$ cat config.mk
export PLATFORM = sky130hd
export DESIGN_NAME = incremental_pid_pwm_drive
export DESIGN_NICKNAME = d
export VERILOG_FILES = /design/src/rtl/ipd_pkg.sv /design/src/rtl/ipd_cfg.sv /design/src/rtl/ipd_mul.sv /design/src/rtl/ipd_div.sv /design/src/rtl/incremental_pid_pwm_drive.sv
export SDC_FILE = /design/constraint.sdc
export NUM_CORES = 2
export LEC_CHECK = 0
export BUFFER_PORTS_ARGS = -buffer_cell sky130_fd_sc_hd__buf_2
export CAP_MARGIN = 0
export CORE_UTILIZATION = 40
export CTS_CLUSTER_DIAMETER = 120
export DETAILED_ROUTE_END_ITERATION = 6
export PLACE_DENSITY_LB_ADDON = 0.25
export SYNTH_ARGS = -nofsm -noshare
export SYNTH_HDL_FRONTEND = slang
export SYNTH_SLANG_ARGS = --single-unit
export TNS_END_PERCENT = 10
$ cat constraint.sdc
create_clock -name clk -period 10.2 [get_ports clk]
set_input_delay 0.51 -clock clk [delete_from_list [all_inputs] [get_ports clk]]
set_output_delay 0.51 -clock clk [all_outputs]
set_load 0.01 [all_outputs]
$ cat src/rtl/ipd_pkg.sv
// ----------------------------------------------------------------------------
// ipd_pkg
// Shared widths, register codes, reset values and the configuration struct
// of the incremental PID drive.
// ----------------------------------------------------------------------------
`default_nettype none

package ipd_pkg;

  localparam int IO_W           = 32;   // width of the velocity and drive words
  localparam int COEF_W         = 32;
  localparam int LIMIT_W        = 31;
  localparam int PWM_W          = 16;
  localparam int MUL_W          = 33;   // signed operand width of the shared multiplier
  localparam int PROD_W         = 2 * MUL_W;
  localparam int CFG_IDX_W      = 3;
  localparam int DATA_WIDTH_DEF = 32;
  localparam int FRAC_BITS_DEF  = 16;

  localparam logic [CFG_IDX_W-1:0] REG_COEF_NOW   = 3'd0;
  localparam logic [CFG_IDX_W-1:0] REG_COEF_PREV  = 3'd1;
  localparam logic [CFG_IDX_W-1:0] REG_COEF_PREV2 = 3'd2;
  localparam logic [CFG_IDX_W-1:0] REG_DRV_LIMIT  = 3'd3;
  localparam logic [CFG_IDX_W-1:0] REG_PWM_FS     = 3'd4;

  localparam logic signed [COEF_W-1:0] COEF_NOW_RST   = 32'sd1180;
  localparam logic signed [COEF_W-1:0] COEF_PREV_RST  = -32'sd1835;
  localparam logic signed [COEF_W-1:0] COEF_PREV2_RST = 32'sd655;
  localparam logic [LIMIT_W-1:0]       DRV_LIMIT_RST  = 31'd1572864;
  localparam logic [PWM_W-1:0]         PWM_FS_RST     = 16'd999;

  typedef struct packed {
    logic signed [COEF_W-1:0] coef_now;
    logic signed [COEF_W-1:0] coef_prev;
    logic signed [COEF_W-1:0] coef_prev2;
    logic [LIMIT_W-1:0]       drive_limit;
    logic [PWM_W-1:0]         pwm_full_scale;
  } ipd_cfg_t;

endpackage

`default_nettype wire

$ cat src/rtl/ipd_cfg.sv
// ----------------------------------------------------------------------------
// ipd_cfg
// Configuration register file: coefficients, drive limit and PWM full scale.
// ----------------------------------------------------------------------------
`default_nettype none

module ipd_cfg (
  input  wire                          clk,
  input  wire                          rst_n,
  input  wire                          cfg_we,
  input  wire [ipd_pkg::CFG_IDX_W-1:0] cfg_index,
  input  wire [ipd_pkg::COEF_W-1:0]    cfg_wdata,
  output ipd_pkg::ipd_cfg_t            cfg
);
  import ipd_pkg::*;

  ipd_cfg_t cfg_r;

  always_ff @(posedge clk) begin
    if (!rst_n) begin
      cfg_r.coef_now       <= COEF_NOW_RST;
      cfg_r.coef_prev      <= COEF_PREV_RST;
      cfg_r.coef_prev2     <= COEF_PREV2_RST;
      cfg_r.drive_limit    <= DRV_LIMIT_RST;
      cfg_r.pwm_full_scale <= PWM_FS_RST;
    end else if (cfg_we) begin
      unique case (cfg_index)
        REG_COEF_NOW:   cfg_r.coef_now       <= $signed(cfg_wdata);
        REG_COEF_PREV:  cfg_r.coef_prev      <= $signed(cfg_wdata);
        REG_COEF_PREV2: cfg_r.coef_prev2     <= $signed(cfg_wdata);
        REG_DRV_LIMIT:  cfg_r.drive_limit    <= cfg_wdata[LIMIT_W-1:0];
        REG_PWM_FS:     cfg_r.pwm_full_scale <= cfg_wdata[PWM_W-1:0];
        default: ;  // unknown index, write dropped
      endcase
    end
  end

  assign cfg = cfg_r;

endmodule

`default_nettype wire

$ cat src/rtl/ipd_mul.sv
// ----------------------------------------------------------------------------
// ipd_mul
// Shared signed multiplier with a registered product.
// ----------------------------------------------------------------------------
`default_nettype none

module ipd_mul (
  input  wire                                   clk,
  input  wire                                   en,
  input  wire signed [ipd_pkg::MUL_W-1:0]       a,
  input  wire signed [ipd_pkg::MUL_W-1:0]       b,
  output logic signed [ipd_pkg::PROD_W-1:0]     prod
);
  import ipd_pkg::*;

  logic signed [PROD_W-1:0] prod_r;

  always_ff @(posedge clk) begin
    if (en) begin
      prod_r <= a * b;
    end
  end

  assign prod = prod_r;

endmodule

`default_nettype wire

$ cat src/rtl/ipd_div.sv
// ----------------------------------------------------------------------------
// ipd_div
// Restoring divider, one quotient bit per cycle, 16-bit quotient.
// The caller keeps the dividend below divisor * 2^16.
// ----------------------------------------------------------------------------
`default_nettype none

module ipd_div #(
  parameter int FRAC_BITS = ipd_pkg::FRAC_BITS_DEF
) (
  input  wire                                        clk,
  input  wire                                        rst_n,
  input  wire                                        start,
  input  wire [ipd_pkg::LIMIT_W-FRAC_BITS+ipd_pkg::PWM_W-1:0] dividend,
  input  wire [ipd_pkg::LIMIT_W-FRAC_BITS-1:0]       divisor,
  output logic                                       done,
  output logic [ipd_pkg::PWM_W-1:0]                  quot
);
  import ipd_pkg::*;

  localparam int LINTW = LIMIT_W - FRAC_BITS;
  localparam int DVW   = LINTW + PWM_W;
  localparam int CNT_W = $clog2(PWM_W);

  logic             busy_r;
  logic             done_r;
  logic [CNT_W-1:0] cnt_r;
  logic [DVW-1:0]   rem_r;
  logic [DVW-1:0]   den_r;
  logic [PWM_W-1:0] quot_r;
  logic             ge;

  assign ge = (rem_r >= den_r);

  always_ff @(posedge clk) begin
    if (!rst_n) begin
      busy_r <= 1'b0;
      done_r <= 1'b0;
      cnt_r  <= '0;
    end else begin
      done_r <= 1'b0;
      if (start) begin
        busy_r <= 1'b1;
        cnt_r  <= CNT_W'(PWM_W - 1);
      end else if (busy_r) begin
        if (cnt_r == '0) begin
          busy_r <= 1'b0;
          done_r <= 1'b1;
        end else begin
          cnt_r <= cnt_r - 1'b1;
        end
      end
    end
  end

  always_ff @(posedge clk) begin
    if (start) begin
      rem_r  <= dividend;
      den_r  <= DVW'(divisor) << (PWM_W - 1);
      quot_r <= '0;
    end else if (busy_r) begin
      if (ge) begin
        rem_r <= rem_r - den_r;
      end
      den_r  <= den_r >> 1;
      quot_r <= {quot_r[PWM_W-2:0], ge};
    end
  end

  assign done = done_r;
  assign quot = quot_r;

endmodule

`default_nettype wire

$ cat src/rtl/incremental_pid_pwm_drive.sv
// ----------------------------------------------------------------------------
// incremental_pid_pwm_drive
// Velocity-form PID tick with drive accumulator, clamp and PWM scaling.
// The 16-step PWM divider takes most of the time from word accepted to result valid.
// Input: a new word is taken only in the idle state, once the last result is
//   loaded out; a stalled result word holds off the next input.
//   The three filter products and the PWM product share a single multiplier.
// Reset: synchronous active-low, clears filter history, drive and handshakes.
// ----------------------------------------------------------------------------
`default_nettype none

module incremental_pid_pwm_drive #(
  parameter int DATA_WIDTH = ipd_pkg::DATA_WIDTH_DEF,
  parameter int FRAC_BITS  = ipd_pkg::FRAC_BITS_DEF
) (
  input  wire                              clk,
  input  wire                              rst_n,
  input  wire                              in_valid,
  output logic                             in_ready,
  input  wire signed [ipd_pkg::IO_W-1:0]   in_target_velocity,
  input  wire signed [ipd_pkg::IO_W-1:0]   in_outer_correction,
  input  wire signed [ipd_pkg::IO_W-1:0]   in_measured_velocity,
  output logic                             out_valid,
  input  wire                              out_ready,
  output logic signed [ipd_pkg::IO_W-1:0]  out_drive_level,
  output logic [ipd_pkg::PWM_W-1:0]        out_pwm_compare,
  output logic                             out_reverse,
  output logic                             out_clamped,
  input  wire                              cfg_we,
  input  wire [ipd_pkg::CFG_IDX_W-1:0]     cfg_index,
  input  wire [ipd_pkg::COEF_W-1:0]        cfg_wdata
);
  import ipd_pkg::*;

  localparam int DW    = DATA_WIDTH;
  localparam int DW1   = DW + 1;
  localparam int NP    = (DW > 32) ? 2 : 1;          // multiplier passes per term
  localparam int AW    = DW + 35;                    // exact sum of three products
  localparam int EW    = ((DW > IO_W + 2) ? DW : IO_W + 2) + 1;
  localparam int LCW   = ((DW > LIMIT_W) ? DW : LIMIT_W) + 1;
  localparam int LINTW = LIMIT_W - FRAC_BITS;
  localparam int DVW   = LINTW + PWM_W;

  localparam logic signed [EW-1:0] EMAX = {{(EW-DW+1){1'b0}}, {(DW-1){1'b1}}};
  localparam logic signed [EW-1:0] EMIN = ~EMAX;
  localparam logic signed [AW-1:0] AMAX = {{(AW-DW+1){1'b0}}, {(DW-1){1'b1}}};
  localparam logic signed [AW-1:0] AMIN = ~AMAX;
  localparam logic signed [DW-1:0] WMAX = {1'b0, {(DW-1){1'b1}}};
  localparam logic signed [DW-1:0] WMIN = {1'b1, {(DW-1){1'b0}}};
  localparam logic [LCW-1:0]       WMAX_U = {{(LCW-DW+1){1'b0}}, {(DW-1){1'b1}}};

  localparam logic [3:0] S_IDLE  = 4'd0;
  localparam logic [3:0] S_MAC   = 4'd1;
  localparam logic [3:0] S_DRAIN = 4'd2;
  localparam logic [3:0] S_FILT  = 4'd3;
  localparam logic [3:0] S_DRV   = 4'd4;
  localparam logic [3:0] S_PMUL  = 4'd5;
  localparam logic [3:0] S_PLOAD = 4'd6;
  localparam logic [3:0] S_DIV   = 4'd7;
  localparam logic [3:0] S_DONE  = 4'd8;

  localparam logic [1:0] TERM_NOW   = 2'd0;
  localparam logic [1:0] TERM_PREV  = 2'd1;
  localparam logic [1:0] TERM_PREV2 = 2'd2;

  ipd_cfg_t cfg;

  logic [3:0]              state_r, state_nxt;
  logic [1:0]              term_r;
  logic                    pass_r;
  logic                    issue_v_r;
  logic                    issue_hi_r;
  logic signed [DW-1:0]    e_r, e1_r, e2_r, y1_r, drive_r, yv_r;
  logic signed [AW-1:0]    sacc_r;
  logic                    clmp_r;
  logic                    out_valid_r;
  logic signed [IO_W-1:0]  out_drive_r;
  logic [PWM_W-1:0]        out_pwm_r;
  logic                    out_rev_r;
  logic                    out_clmp_r;

  logic                    in_acc;
  logic                    last_pass;
  logic                    out_load;
  logic signed [EW-1:0]    esum;
  logic signed [DW-1:0]    e_nxt;
  logic signed [DW-1:0]    e_src;
  logic signed [63:0]      e_ext;
  logic signed [MUL_W-1:0] mul_a, mul_b;
  logic                    mul_en;
  logic signed [PROD_W-1:0] prod;
  logic signed [AW-1:0]    addend;
  logic signed [AW-1:0]    fsum;
  logic signed [DW-1:0]    y_nxt;
  logic [LCW-1:0]          dl_u, lim_u;
  logic signed [DW1-1:0]   limd, dsum;
  logic signed [DW-1:0]    drv_nxt;
  logic                    clmp_nxt;
  logic [DW-1:0]           abs_u;
  logic [LINTW-1:0]        mag;
  logic [LINTW-1:0]        lint;
  logic                    div_start, div_done;
  logic [PWM_W-1:0]        quot;

  ipd_cfg u_cfg (
    .clk       (clk),
    .rst_n     (rst_n),
    .cfg_we    (cfg_we),
    .cfg_index (cfg_index),
    .cfg_wdata (cfg_wdata),
    .cfg       (cfg)
  );

  ipd_mul u_mul (
    .clk  (clk),
    .en   (mul_en),
    .a    (mul_a),
    .b    (mul_b),
    .prod (prod)
  );

  ipd_div #(.FRAC_BITS(FRAC_BITS)) u_div (
    .clk      (clk),
    .rst_n    (rst_n),
    .start    (div_start),
    .dividend (prod[DVW-1:0]),
    .divisor  (lint),
    .done     (div_done),
    .quot     (quot)
  );

  assign in_ready  = (state_r == S_IDLE);
  assign in_acc    = in_valid && in_ready;
  assign last_pass = (NP == 1) || pass_r;
  assign out_load  = (state_r == S_DONE) && (!out_valid_r || out_ready);
  assign mul_en    = (state_r == S_MAC) || (state_r == S_PMUL);
  assign div_start = (state_r == S_PLOAD);
  assign lint      = cfg.drive_limit[LIMIT_W-1:FRAC_BITS];

  // error, saturated to the data word
  always_comb begin
    esum = EW'(in_target_velocity) + EW'(in_outer_correction)
         - EW'(in_measured_velocity);
    if (esum > EMAX) begin
      e_nxt = WMAX;
    end else if (esum < EMIN) begin
      e_nxt = WMIN;
    end else begin
      e_nxt = DW'(esum);
    end
  end

  // multiplier operands: coefficient times one chunk of the error history, or PWM full scale times the drive magnitude
  always_comb begin
    case (term_r)
      TERM_NOW:  e_src = e_r;
      TERM_PREV: e_src = e1_r;
      default:   e_src = e2_r;
    endcase
    e_ext = 64'(e_src);
    if (state_r == S_PMUL) begin
      mul_a = {{(MUL_W-PWM_W){1'b0}}, cfg.pwm_full_scale};
      mul_b = {{(MUL_W-LINTW){1'b0}}, mag};
    end else begin
      case (term_r)
        TERM_NOW:  mul_a = MUL_W'(cfg.coef_now);
        TERM_PREV: mul_a = MUL_W'(cfg.coef_prev);
        default:   mul_a = MUL_W'(cfg.coef_prev2);
      endcase
      if (pass_r) begin
        mul_b = {e_ext[63], e_ext[63:32]};
      end else if (NP == 1) begin
        mul_b = {e_ext[32], e_ext[31:0]};
      end else begin
        mul_b = {1'b0, e_ext[31:0]};
      end
    end
  end

  // upper chunk lands 32 bits up; the sum wraps modulo 2^AW and ends exact
  always_comb begin
    if (issue_hi_r) begin
      addend = AW'({prod, 32'b0});
    end else begin
      addend = AW'(prod);
    end
  end

  // filter output: floor of the sum by 2^F, plus last output, saturated
  always_comb begin
    fsum = (sacc_r >>> FRAC_BITS) + AW'(y1_r);
    if (fsum > AMAX) begin
      y_nxt = WMAX;
    end else if (fsum < AMIN) begin
      y_nxt = WMIN;
    end else begin
      y_nxt = DW'(fsum);
    end
  end

  // drive accumulator with clamp to the smaller of the limit and the word max
  always_comb begin
    dl_u  = LCW'(cfg.drive_limit);
    lim_u = (dl_u < WMAX_U) ? dl_u : WMAX_U;
    limd  = $signed(DW1'(lim_u));
    dsum  = DW1'(drive_r) + DW1'(yv_r);
    clmp_nxt = 1'b1;
    if (dsum > limd) begin
      drv_nxt = DW'(limd);
    end else if (dsum < -limd) begin
      drv_nxt = DW'(-limd);
    end else begin
      drv_nxt  = DW'(dsum);
      clmp_nxt = 1'b0;
    end
  end

  // |trunc(drive / 2^F)| equals floor(|drive| / 2^F)
  always_comb begin
    abs_u = drive_r[DW-1] ? DW'(-drive_r) : drive_r;
    mag   = LINTW'(abs_u >> FRAC_BITS);
  end

  always_comb begin
    state_nxt = state_r;
    unique case (state_r)
      S_IDLE:  if (in_acc) state_nxt = S_MAC;
      S_MAC:   if (last_pass && term_r == TERM_PREV2) state_nxt = S_DRAIN;
      S_DRAIN: state_nxt = S_FILT;
      S_FILT:  state_nxt = S_DRV;
      S_DRV:   state_nxt = S_PMUL;
      S_PMUL:  state_nxt = S_PLOAD;
      S_PLOAD: state_nxt = S_DIV;
      S_DIV:   if (div_done) state_nxt = S_DONE;
      S_DONE:  if (out_load) state_nxt = S_IDLE;
      default: state_nxt = S_IDLE;
    endcase
  end

  always_ff @(posedge clk) begin
    if (!rst_n) begin
      state_r     <= S_IDLE;
      term_r      <= TERM_NOW;
      pass_r      <= 1'b0;
      issue_v_r   <= 1'b0;
      issue_hi_r  <= 1'b0;
      e1_r        <= '0;
      e2_r        <= '0;
      y1_r        <= '0;
      drive_r     <= '0;
      out_valid_r <= 1'b0;
    end else begin
      state_r    <= state_nxt;
      issue_v_r  <= (state_r == S_MAC);
      issue_hi_r <= pass_r;
      if (in_acc) begin
        term_r <= TERM_NOW;
        pass_r <= 1'b0;
      end else if (state_r == S_MAC) begin
        if (last_pass) begin
          pass_r <= 1'b0;
          term_r <= term_r + 2'd1;
        end else begin
          pass_r <= 1'b1;
        end
      end
      if (state_r == S_DRV) begin
        e2_r    <= e1_r;
        e1_r    <= e_r;
        y1_r    <= yv_r;
        drive_r <= drv_nxt;
      end
      if (out_load) begin
        out_valid_r <= 1'b1;
      end else if (out_ready) begin
        out_valid_r <= 1'b0;
      end
    end
  end

  always_ff @(posedge clk) begin
    if (in_acc) begin
      e_r    <= e_nxt;
      sacc_r <= '0;
    end else if (issue_v_r) begin
      sacc_r <= sacc_r + addend;
    end
    if (state_r == S_FILT) begin
      yv_r <= y_nxt;
    end
    if (state_r == S_DRV) begin
      clmp_r <= clmp_nxt;
    end
    if (out_load) begin
      out_drive_r <= IO_W'(drive_r);
      out_pwm_r   <= (lint == '0) ? '0 : quot;
      out_rev_r   <= !(drive_r > 0);
      out_clmp_r  <= clmp_r;
    end
  end

  assign out_valid       = out_valid_r;
  assign out_drive_level = out_drive_r;
  assign out_pwm_compare = out_pwm_r;
  assign out_reverse     = out_rev_r;
  assign out_clamped     = out_clmp_r;

endmodule

`default_nettype wire
# == Word level (Yosys, flattened, before mapping) ==
# Cells that the tools add are included.
# op_classes
add_sub_neg,10
mul,1
order_cmp,9
n_eq_ne,19
n_mux,30
bitwise_logic,2
reduce_logical,24
# op_table
operator,count
2-to-1 mux 31 bit,5
2-to-1 mux 32 bit,4
adder 67 x 66 -> 67 bit,1
adder 32 x 32 -> 33 bit,2
multiplier 33 x 33 -> 66 bit,1
2-to-1 mux 33 bit,2
one-hot mux 33 bit (2 select lines),1
one-hot mux 32 bit (2 select lines),1
2-to-1 mux 30 bit,2
adder 51 x 32 -> 52 bit,1
greater-than comparator 52 x 32 -> 1 bit (second input constant),1
less-than comparator 52 x 32 -> 1 bit (second input constant),1
one-hot mux 4 bit (9 select lines),1
greater-than comparator 34 x 32 -> 1 bit (second input constant),1
less-than comparator 34 x 32 -> 1 bit (second input constant),1
subtractor 33 x 32 -> 34 bit,1
greater-than comparator 33 x 32 -> 1 bit,1
less-than comparator 33 bit,1
negator 31 -> 33 bit,1
greater-than comparator 32 x 1 -> 1 bit (second input constant),1
greater-or-equal comparator 31 x 30 -> 1 bit,1
less-than comparator 31 bit (second input constant),1
negator 31 bit,1
subtractor 31 x 30 -> 31 bit,1
other kinds (28),61
# totals
regBits,610
in_bits,136
out_inout_bits,52
elab_cells,124

# == Logic depth before layout (Yosys ltp) ==
# depth
depth_word,6
depth_mapped,39
mapped_depth_nobuf,39

# == Hierarchy ==
# From an unflattened synthesis, not the netlist that was laid out.
# hier_totals
cells_unflattened,8761
area_unflattened_um2,78809.3
# modules_own_cells
module,instances,cells_per_inst,area_per_inst_um2,seq_area_each_um2
ipd_mul,1,4246,40739.1,1981.9
incremental_pid_pwm_drive,1,3426,27356.2,7517.2
ipd_cfg,1,541,5621.6,2862.7
ipd_div,1,548,5092.4,2122.0

# == Worst setup path before layout ==
# OpenSTA, ideal clock, no wires.
# synth_timing
kind,reg-to-reg
startpoint,register drive_r[11]
endpoint,"register u_mul.prod_r[59], in the netlist u_mul.prod[59], data pin"
arrival_ns,10.102
slack_ns,-0.160
stages_incl_launch_ff,40
n_path_buf,0
path_cell_list,dfxtp_1 > nor4_1 > nand4_1 > or3_4 > or4_4 > or4_4 > or4_4 > or4_4 > and3_4 > o21ai_2 > o21ai_2 > or2_1 > fa_1 > inv_1 > fa_1 > inv_1 > fa_1 > inv_1 > (+4 left out) > fa_1 > fa_1 > inv_1 > fa_1 > inv_1 > ha_1 > a21o_1 > a21o_1 > a21oi_1 > nor3_1 > a2111oi_0 > a21oi_1 > a211oi_1 > o31ai_1 > a221o_1 > a21o_1 > a21oi_1 > xnor2_1
# synth_between
elab_chain_len,4
# synth_lines
element,line,text
from (decl),incremental_pid_pwm_drive.sv:73,"logic signed [DW-1:0] e_r, e1_r, e2_r, y1_r, drive_r, yv_r;"
from (signal assigned),incremental_pid_pwm_drive.sv:271,drive_r <= drv_nxt;
negator 31 bit,incremental_pid_pwm_drive.sv:220,abs_u = drive_r[DW-1] ? DW'(-drive_r) : drive_r;
2-to-1 mux 31 bit,incremental_pid_pwm_drive.sv:220,
2-to-1 mux 33 bit,incremental_pid_pwm_drive.sv:161,if (state_r == S_PMUL) begin
multiplier 33 x 33 -> 66 bit,ipd_mul.sv:20,prod_r <= a * b;
to (signal assigned),ipd_mul.sv:20,
to (decl),ipd_mul.sv:16,logic signed [PROD_W-1:0] prod_r;
# No other way between the ends.
# A chain may end at the register's enable or synchronous reset.

# == Worst setup path in the final report ==
# layout_timing
startpoint,register drive_r[7]
endpoint,"register u_mul.prod_r[33], in the netlist u_mul.prod[33], data pin"
# The elaborated chain is that of the path after synthesis.

==> out/qor.txt <==
Main flop type after synthesis: dfxtp_1
Measured slew at the worst slew-check pin: 1.20 ns
Worst-skew pair later-pin latency: 0.74 ns
Final wirelength: 266 mm
Port bufs: 187
Register Area: 14500 µm²
First-pass GRT wire length: 403 mm
Slowest cell delay on critical path: 0.57 ns
Initial core utilization: 40.4%
Final setup fails: 22
Hold Startpoint: cfg_wdata[31]
Gr usage total: 27.9%
Status: finished, violations left
F_max: 93.9 MHz
Most frequent cells in the layout: 1434 x inv_1, 1252 x nand2_1, 1155 x fa_1
DRC: 0
Most common cell after layout, fill and taps aside: inv_1
H-tree depth: 3
Vias in the first global route: 65304
CTS Buf Count: 75
Clock sinks: 610
Hold_buf cts: 0
Kind of critical path: reg -> reg
Final instance area: 86800 µm²
CTS tree: yes
Synthesis-stage register bit count: 610
Synth area leaders: fa_1 30%, dfxtp_1 10%, edfxtp_1 8.9%
Final period utilization: 104%
Worst Path Required: 10.64 ns
RD Place Congestion: 1.03
Final hold violation count: 0
Nets: 11077
Failing checks: negative setup slack
Tmin final: 10.65 ns
Most frequent cell on the critical path: buf_4
Avg WL per Cell: 22.5 µm
Fin worst setup slack: -0.448 ns
WP buf/inv: 19
First-pass DRT Iterations: 6
Initial antenna violation count: 3
DP HPWL: 221 mm
CTS Buffer Depth: 3
Yosys top cell area share: 30.4%
Iter 0 DRT Violations: 5117
Fin. max-slew vios: 0
Rows: 159
Die width: 439 µm
Clock transition at the registers of the reported paths: 0.06 ns
Crit start category: register
Synth warnings: 0
Final antenna-violating net count: 0
CP max-delay cell: fa_2
Clock Skews: 0.0602 ns
Core Box Area: 189000 µm²
Critical Path AT: 11.09 ns
Synth cell types: 86
Rel. slew slack: 18.0%
Post-Syn Instances: 8798
WHS: 0.0620 ns
Vias: 63698
CP top delay family: adder cells
Share of cells above drive strength 1: 11.2%
Placed Instance Area: 83600 µm²
Grt ovf: 0
Pin count of the biggest net entering global routing: 112
Synth area leader: fa_1
Critical R2R Launch: drive_r[7]$_SDFFE_PN0P_
P&R area growth vs syn: 13.9%
Post-synthesis net count: 10590
CP endpoint kind: register
Fraction of registers with async set/reset: 0%
Post-synth EDFFs: 227
Launch point of the worst path: drive_r[7]$_SDFFE_PN0P_
Max-Cap Viols: 0
Synthesized area: 76200 µm²
Full die area: 192000 µm²
Die Y: 439 µm
CP Max Fanout: 3
Number of fill cells: 18444
Unrepaired setup endpoints after global routing: yes
Syn avg cell area: 8.66 µm²
CTS Root Cell: clkbuf_16
# IOs: 188
Worst min path class: in -> reg
Via/cell ratio: 5.38
Area of the multi-input gates: 55400 µm²
Register area share after synthesis: 19.0%
[cell families (layout without fill, tap and decap cells)]
kind of cell    after synthesis  in the layout  synth area share [%]
compound gates             1594           1594                  13.6
xor+xnor                    291            291                  3.34
fa+ha+maj                  1656           1656                  38.6
buf+inv                    1805           2354                  8.95
flops                       610            610                  19.0
mux                          89             89                  1.18
other cells                   0              2                     0
simple gates               2753           2753                  15.3
[metal layers]
metal | part of all wire (%) | GRT usage (%) | wire (µm) | vias to the layer above
li1 | - | - | - | 29198
met1 | 42 | 35.9 | 110000 | 31621
met2 | 44 | 43.8 | 117000 | 2299
met3 | 6.9 | 4.38 | 18300 | 578
met4 | 7.5 | 17.2 | 19900 | 2
met5 | 0.0049 | 0 | 13 | -
[state kept, by name (all words and copies together) (netlist names), 2 cells and up]
signal	count
term_r	2
u_mul.prod	66
y1_r	32
out_drive_level	32
u_cfg.cfg	143
e1_r	32
u_div.quot	16
e_r	32
e2_r	32
u_div.cnt_r	4
drive_r	32
yv_r	32
u_div.rem_r	31
sacc_r	67
out_pwm_compare	16
u_div.den_r	30
state_r	4
[stage by stage]
| step | setup slack [ns] | instances | utilization (%) | TNS (ns) |
|---|---|---|---|---|
| finish | -0.448 | 11844 | 46.0 | -5.12 |
| global route | -0.844 | 11842 | 46.0 | -16.75 |
| CTS | -0.492 | 11841 | 46.0 | -5.45 |
| detailed placement | -0.809 | 11681 | 44.3 | -12.28 |
| global placement | -0.848 | 11681 | 44.3 | -13.34 |
| floorplan | 0.0134 | 8798 | - | 0 |
[worst register-to-register path: cells and delay by family (launching register included)]
family / cells / cell delay (ns)
DFF: 1 / 0.33
xor gates and xnor gates: 1 / 0.06
and+or+nand+nor: 11 / 3.20
buffers and inverters: 19 / 1.99
adders and majority gates: 9 / 4.20
AOI/OAI and AO/OA: 6 / 0.60
[repair_timing]
| action | CTS | global route |
|---|---|---|
| setup endpoints to repair | 30 | 39 |
| pin swaps | 26 | 14 |
| endpoints found under the hold margin | 0 | 0 |
| gates resized for setup | 67 | 25 |
| setup buffers | 21 | 1 |
[worst paths after layout]
path	to	slack (ns)	cells after the start
max	u_mul.prod[33]$_DFFE_PP_	-0.45	46
min	u_cfg.cfg[110]$_SDFFE_PN1P_	0.06	3
max reg2reg	u_mul.prod[33]$_DFFE_PP_	-0.45	46
min reg2reg	out_clamped$_DFFE_PP_	0.43	0
[synth_stat cells, drive strengths merged, types with 37 or more instances]
| library cell | number |
|---|---|
| inv | 1442 |
| nand2 | 1254 |
| fa | 1159 |
| nor2 | 895 |
| ha | 497 |
| a21oi | 437 |
| dfxtp | 383 |
| clkbuf | 312 |
| o21ai | 287 |
| edfxtp | 227 |
| a21o | 219 |
| a21boi | 213 |
| xnor2 | 191 |
| nand3 | 164 |
| xor2 | 100 |
| mux2i | 85 |
| nor3 | 68 |
| o21a | 64 |
| nand4 | 62 |
| a22o | 61 |
| nor2b | 55 |
| buf | 50 |
| a211oi | 49 |
| nand2b | 45 |
| o21bai | 44 |
| and2 | 43 |
| a31oi | 37 |
| and3 | 37 |
| o31ai | 37 |
| or2 | 37 |
[cell type report]
class	count	area share, %
clock inverter	40	0.614
clock buffer	99	2.42
timing repair buffer	772	6.64
antenna	2	0.00577
inverter	1443	6.24
sequential	610	16.7
multi-input combinational	6383	63.8
tap	2495	3.60
Power is not shown: default switching activity piles up to over one toggle a cycle in this logic, so the estimate is an artifact.
